--- config.mk ---
export PLATFORM = sky130hd
export DESIGN_NAME = frc_plane_lane
export DESIGN_NICKNAME = d
export VERILOG_FILES = /design/src/frc_pkg.sv /design/src/frc_plane_lane.sv
export SDC_FILE = /design/constraint.sdc
export NUM_CORES = 2
export LEC_CHECK = 0
export ABC_AREA = 1
export ABC_CLOCK_PERIOD_IN_PS = 23400
export BUFFER_PORTS_ARGS = -buffer_cell sky130_fd_sc_hd__buf_4
export CORE_MARGIN = 1.5
export CORE_UTILIZATION = 65
export DETAILED_ROUTE_END_ITERATION = 10
export PLACE_DENSITY_LB_ADDON = 0.25
export SYNTH_ARGS = -nofsm -noshare
export SYNTH_HDL_FRONTEND = slang
export SYNTH_SLANG_ARGS = --single-unit
--- constraint.sdc ---
create_clock -name vclk -period 23.4
set_input_delay 2.34 -clock vclk [all_inputs]
set_output_delay 2.34 -clock vclk [all_outputs]
set_load 0.02 [all_outputs]
--- src/frc_pkg.sv ---
// ----------------------------------------------------------------------------
// frc_pkg - shared types and constants for the frustum cull test unit
// Plane register layout, test kinds and fixed-point alignment constants.
// ----------------------------------------------------------------------------
package frc_pkg;

    // Six frustum planes: near, far, left, right, top, bottom
    localparam int NUM_PLANES      = 6;
    localparam int CFG_INDEX_W     = $clog2(NUM_PLANES);
    localparam int CFG_DATA_W      = 64;
    localparam int COEF_W          = 16;
    localparam int COORD_WIDTH_DEF = 16;

    // d and radius are Q.4; products a*x are Q.18, so align by 14 bits
    localparam int FRAC_ALIGN      = 14;

    // Register indices
    localparam logic [CFG_INDEX_W-1:0] REG_PLANE_NEAR   = CFG_INDEX_W'(0);
    localparam logic [CFG_INDEX_W-1:0] REG_PLANE_BOTTOM = CFG_INDEX_W'(NUM_PLANES - 1);

    // One plane as written to its register: a in the low 16 bits, d on top
    typedef struct packed {
        logic signed [COEF_W-1:0] d;    // Q12.4
        logic signed [COEF_W-1:0] c;    // Q1.14
        logic signed [COEF_W-1:0] b;    // Q1.14
        logic signed [COEF_W-1:0] a;    // Q1.14
    } plane_t;

    // Kind of primitive under test
    typedef enum logic [1:0] {
        OP_POINT  = 2'd0,
        OP_CUBE   = 2'd1,
        OP_SPHERE = 2'd2,
        OP_BOX    = 2'd3
    } op_t;

endpackage

--- src/frc_plane_lane.sv ---
// ----------------------------------------------------------------------------
// frc_plane_lane - distance test of one primitive against one plane
// Picks the corner furthest along the plane normal and checks its distance.
// ----------------------------------------------------------------------------
module frc_plane_lane import frc_pkg::*; #(
    parameter int COORD_WIDTH = COORD_WIDTH_DEF
) (
    input  plane_t                       plane,
    input  logic signed [COORD_WIDTH:0]  x_lo,
    input  logic signed [COORD_WIDTH:0]  x_hi,
    input  logic signed [COORD_WIDTH:0]  y_lo,
    input  logic signed [COORD_WIDTH:0]  y_hi,
    input  logic signed [COORD_WIDTH:0]  z_lo,
    input  logic signed [COORD_WIDTH:0]  z_hi,
    input  logic [COORD_WIDTH-2:0]       radius,
    output logic                         keep
);

    // Product of a 16-bit coefficient and a corner coordinate
    localparam int PROD_W = COEF_W + COORD_WIDTH + 1;
    // d plus radius, one bit over the wider of the two as signed values
    localparam int DR_W   = ((COORD_WIDTH > COEF_W) ? COORD_WIDTH : COEF_W) + 1;
    // Sum of three products and the aligned offset never overflows this
    localparam int ACC_W  = COORD_WIDTH + 19;

    logic signed [COORD_WIDTH:0] x_sel, y_sel, z_sel;
    logic signed [PROD_W-1:0]    prod_x, prod_y, prod_z;
    logic signed [DR_W-1:0]      offset;
    logic signed [ACC_W-1:0]     plane_dist;

    // A negative coefficient is maximised by the low corner on that axis
    assign x_sel = plane.a[COEF_W-1] ? x_lo : x_hi;
    assign y_sel = plane.b[COEF_W-1] ? y_lo : y_hi;
    assign z_sel = plane.c[COEF_W-1] ? z_lo : z_hi;

    assign prod_x = PROD_W'(plane.a) * PROD_W'(x_sel);
    assign prod_y = PROD_W'(plane.b) * PROD_W'(y_sel);
    assign prod_z = PROD_W'(plane.c) * PROD_W'(z_sel);

    // Sphere radius folds into the plane offset; zero in the other modes
    assign offset = DR_W'(plane.d) + DR_W'(signed'({1'b0, radius}));

    assign plane_dist = ACC_W'(prod_x) + ACC_W'(prod_y) + ACC_W'(prod_z)
                      + (ACC_W'(offset) <<< FRAC_ALIGN);

    assign keep = ~plane_dist[ACC_W-1];

endmodule

==> metrics.md <==
| Metric | Value |
|---|---|
| Pin count of the biggest net entering global routing | 23 |
| DR vias/cell | 5.362 |
| Number of hold buffers added after CTS | 0 |
| Arrival time worst endpoint | 10910 ps |
| Max-Cap Viols | 0 |
| Transition time at the pin with the least slew margin | 811.3 ps |
| Setup WS pre-CTS | 10130 ps |
| Core box area | just under 0.05 mm^2 |
| Die ar. | 0.05138 mm^2 |
| Setup Buffers After CTS | 0 |
| Initial Utilization | between 60% and 70% |
| Post-synth cell types | 41 |
| Post-synthesis cell area | 0.03252 mm^2 |
| Slowest-stage cell, CP | fa_1 |
| Initial antenna violation count | 4 |
| RSZ-0062 raised after global routing | false |
| Die W | 226.7 um |
| Outcome | finished, final reports clean |
| Final Slew Violations | 0 |
| Vias in the first global route | approximately 26000 |
| # clk buffers | 0 |
| Port buffer count | 182 |
| Post-layout util | 69.56% |
| Sum of negative setup slack | 0 ps |
| Min cycle time layout | 13250 ps |
| Final Net Count | a little over 5000 |
| Part of the cycle the worst path needs | 56.64% |
| Syn nets | roughly 5000 |
| Ports | 182 |
| CP required | 21060 ps |
| Row count | 81 |
| Hold path startpoint | plane[0] |
| Slew HR | 45.91% |
| Max incr delay on CP | 690 ps |
| Final Hold Fails | 0 |
| Placed Instance Area | 0.03418 mm^2 |
| Ys Warns | 0 |
| Area contributors post-synth | fa_1 62%, inv_1 13%, ha_1 8.1%, nand2_1 5.8%, nor2_1 4.9% |
| Overall routed net length | 82850 um |
| CP Capture Type | primary output |
| Mapped Cells | 3626 |
| Critical path origin | plane[47] |
| Most frequent cells after synthesis | 1147 x inv_1, 1003 x fa_1, 503 x nand2_1 |
| DRC | 0 |
| HPWL after detailed placement | a little under 80000 um |
| DRT antenna net count | 0 |
| Overflow after GRT | 0 |
| Fraction of layout cells with a size suffix above 1 | 7.682% |
| Startpoint Class | input port |
| Achievable Freq | ~75 MHz |
| Die Height | 226.7 um |
| # setup viols final | 0 |
| Worst-path fanout max | 21 |
| Worst Slack Setup Final | 10150 ps |
| Sequential area share after synthesis | 0% |
| Layout area overhead | 5.140% |
| Crit path top cell by count | fa_1 |
| Avg Cell Area, Syn | 8.969 um^2 |
| Routability-driven placement congestion ratio | 1.011 |
| Worst hold-check path type | in2out |
| Count leader, synth | inv_1 |
| Critical path class | in2out |
| FFs & Latches | 0 |
| Drt first pass iters | 7 |
| Routed WL per cell | ~19 um |
| Synth top area share | 61.74% |
| Post-cts sizing count | 0 |
| First-pass GRT wire length | 135500 um |
| Gr usage total | 35.16% |
| Iteration-0 DRC Markers | 1621 |
| Final Instance Area | ~0.034 mm^2 |
| Biggest area consumer among synthesized cells | fa_1 |
| Register area | 0 um^2 |
| Vias | roughly 23000 |
worst paths after layout:
| kind | endpoint | slack [ps] | cells past startpoint |
|---|---|---|---|
| worst max-delay path | keep | 10150 | 30 |
| worst min-delay path | keep | 6180 | 15 |
cells in the final DEF, fill, tap and decap left out, types with 2 or more instances in the layout:
cell type	netlist	final
o211ai_2	2	2
a21oi_1	30	30
a21oi_4	2	2
o21ai_0	8	8
or2_2	21	21
nor2_1	422	422
o21ai_2	2	2
inv_2	27	27
buf_4	5	184
o21bai_1	3	3
or2_1	27	27
a31oi_1	2	2
ha_1	211	211
clkinv_1	13	13
nand3_1	14	14
nor3_1	3	3
fa_1	1003	1003
xnor2_1	15	15
nor2_2	23	23
nand3b_1	5	5
xor2_1	12	12
inv_1	1147	1147
inv_4	4	4
diode_2	0	4
nand2_1	503	503
nand2_2	17	17
final cells by class:
class	instances	area, um^2
diodes	4	10.01
inverters	1191	4481
fillers	3920	14960
multi-input cells	2335	27490
repair buffers	184	1381
well taps	664	830.8
through the flow:
stage | instances | hold WS (ps)
after CTS | 4374 | 6186
final | 4378 | 6178
after global placement | 4374 | 6174
after floorplan | 3626 | 5449
after global routing | 4378 | 6320
after detailed placement | 4374 | 6182
per-layer routing:
metal / global-route usage [%] / wire length (um)
met5: 0 / 0
met4: 16.49 / 4910
met3: 5.728 / 7159
met2: 59.78 / 41320
met1: 44.28 / 29460
critical path: cells and delay by family:
kind | cells | cell delay [ps]
adder cells (fa/ha/maj) | 10 | 5160
buffers and inverters | 9 | 1420
AND/OR/NAND/NOR | 11 | 1950
cells by family after synthesis:
group / after synthesis / share of synthesized area (%)
AND/OR/NAND/NOR: 1038 / 12.82
XOR/XNOR: 27 / 0.7272
adder cells (fa/ha/maj): 1214 / 69.86
AO/OA/AOI/OAI: 56 / 1.127
buffers and inverters: 1291 / 15.47
Power is left out: the tool's default activity adds up to more than one toggle a clock period on the data nets, which glitch-free logic cannot reach.
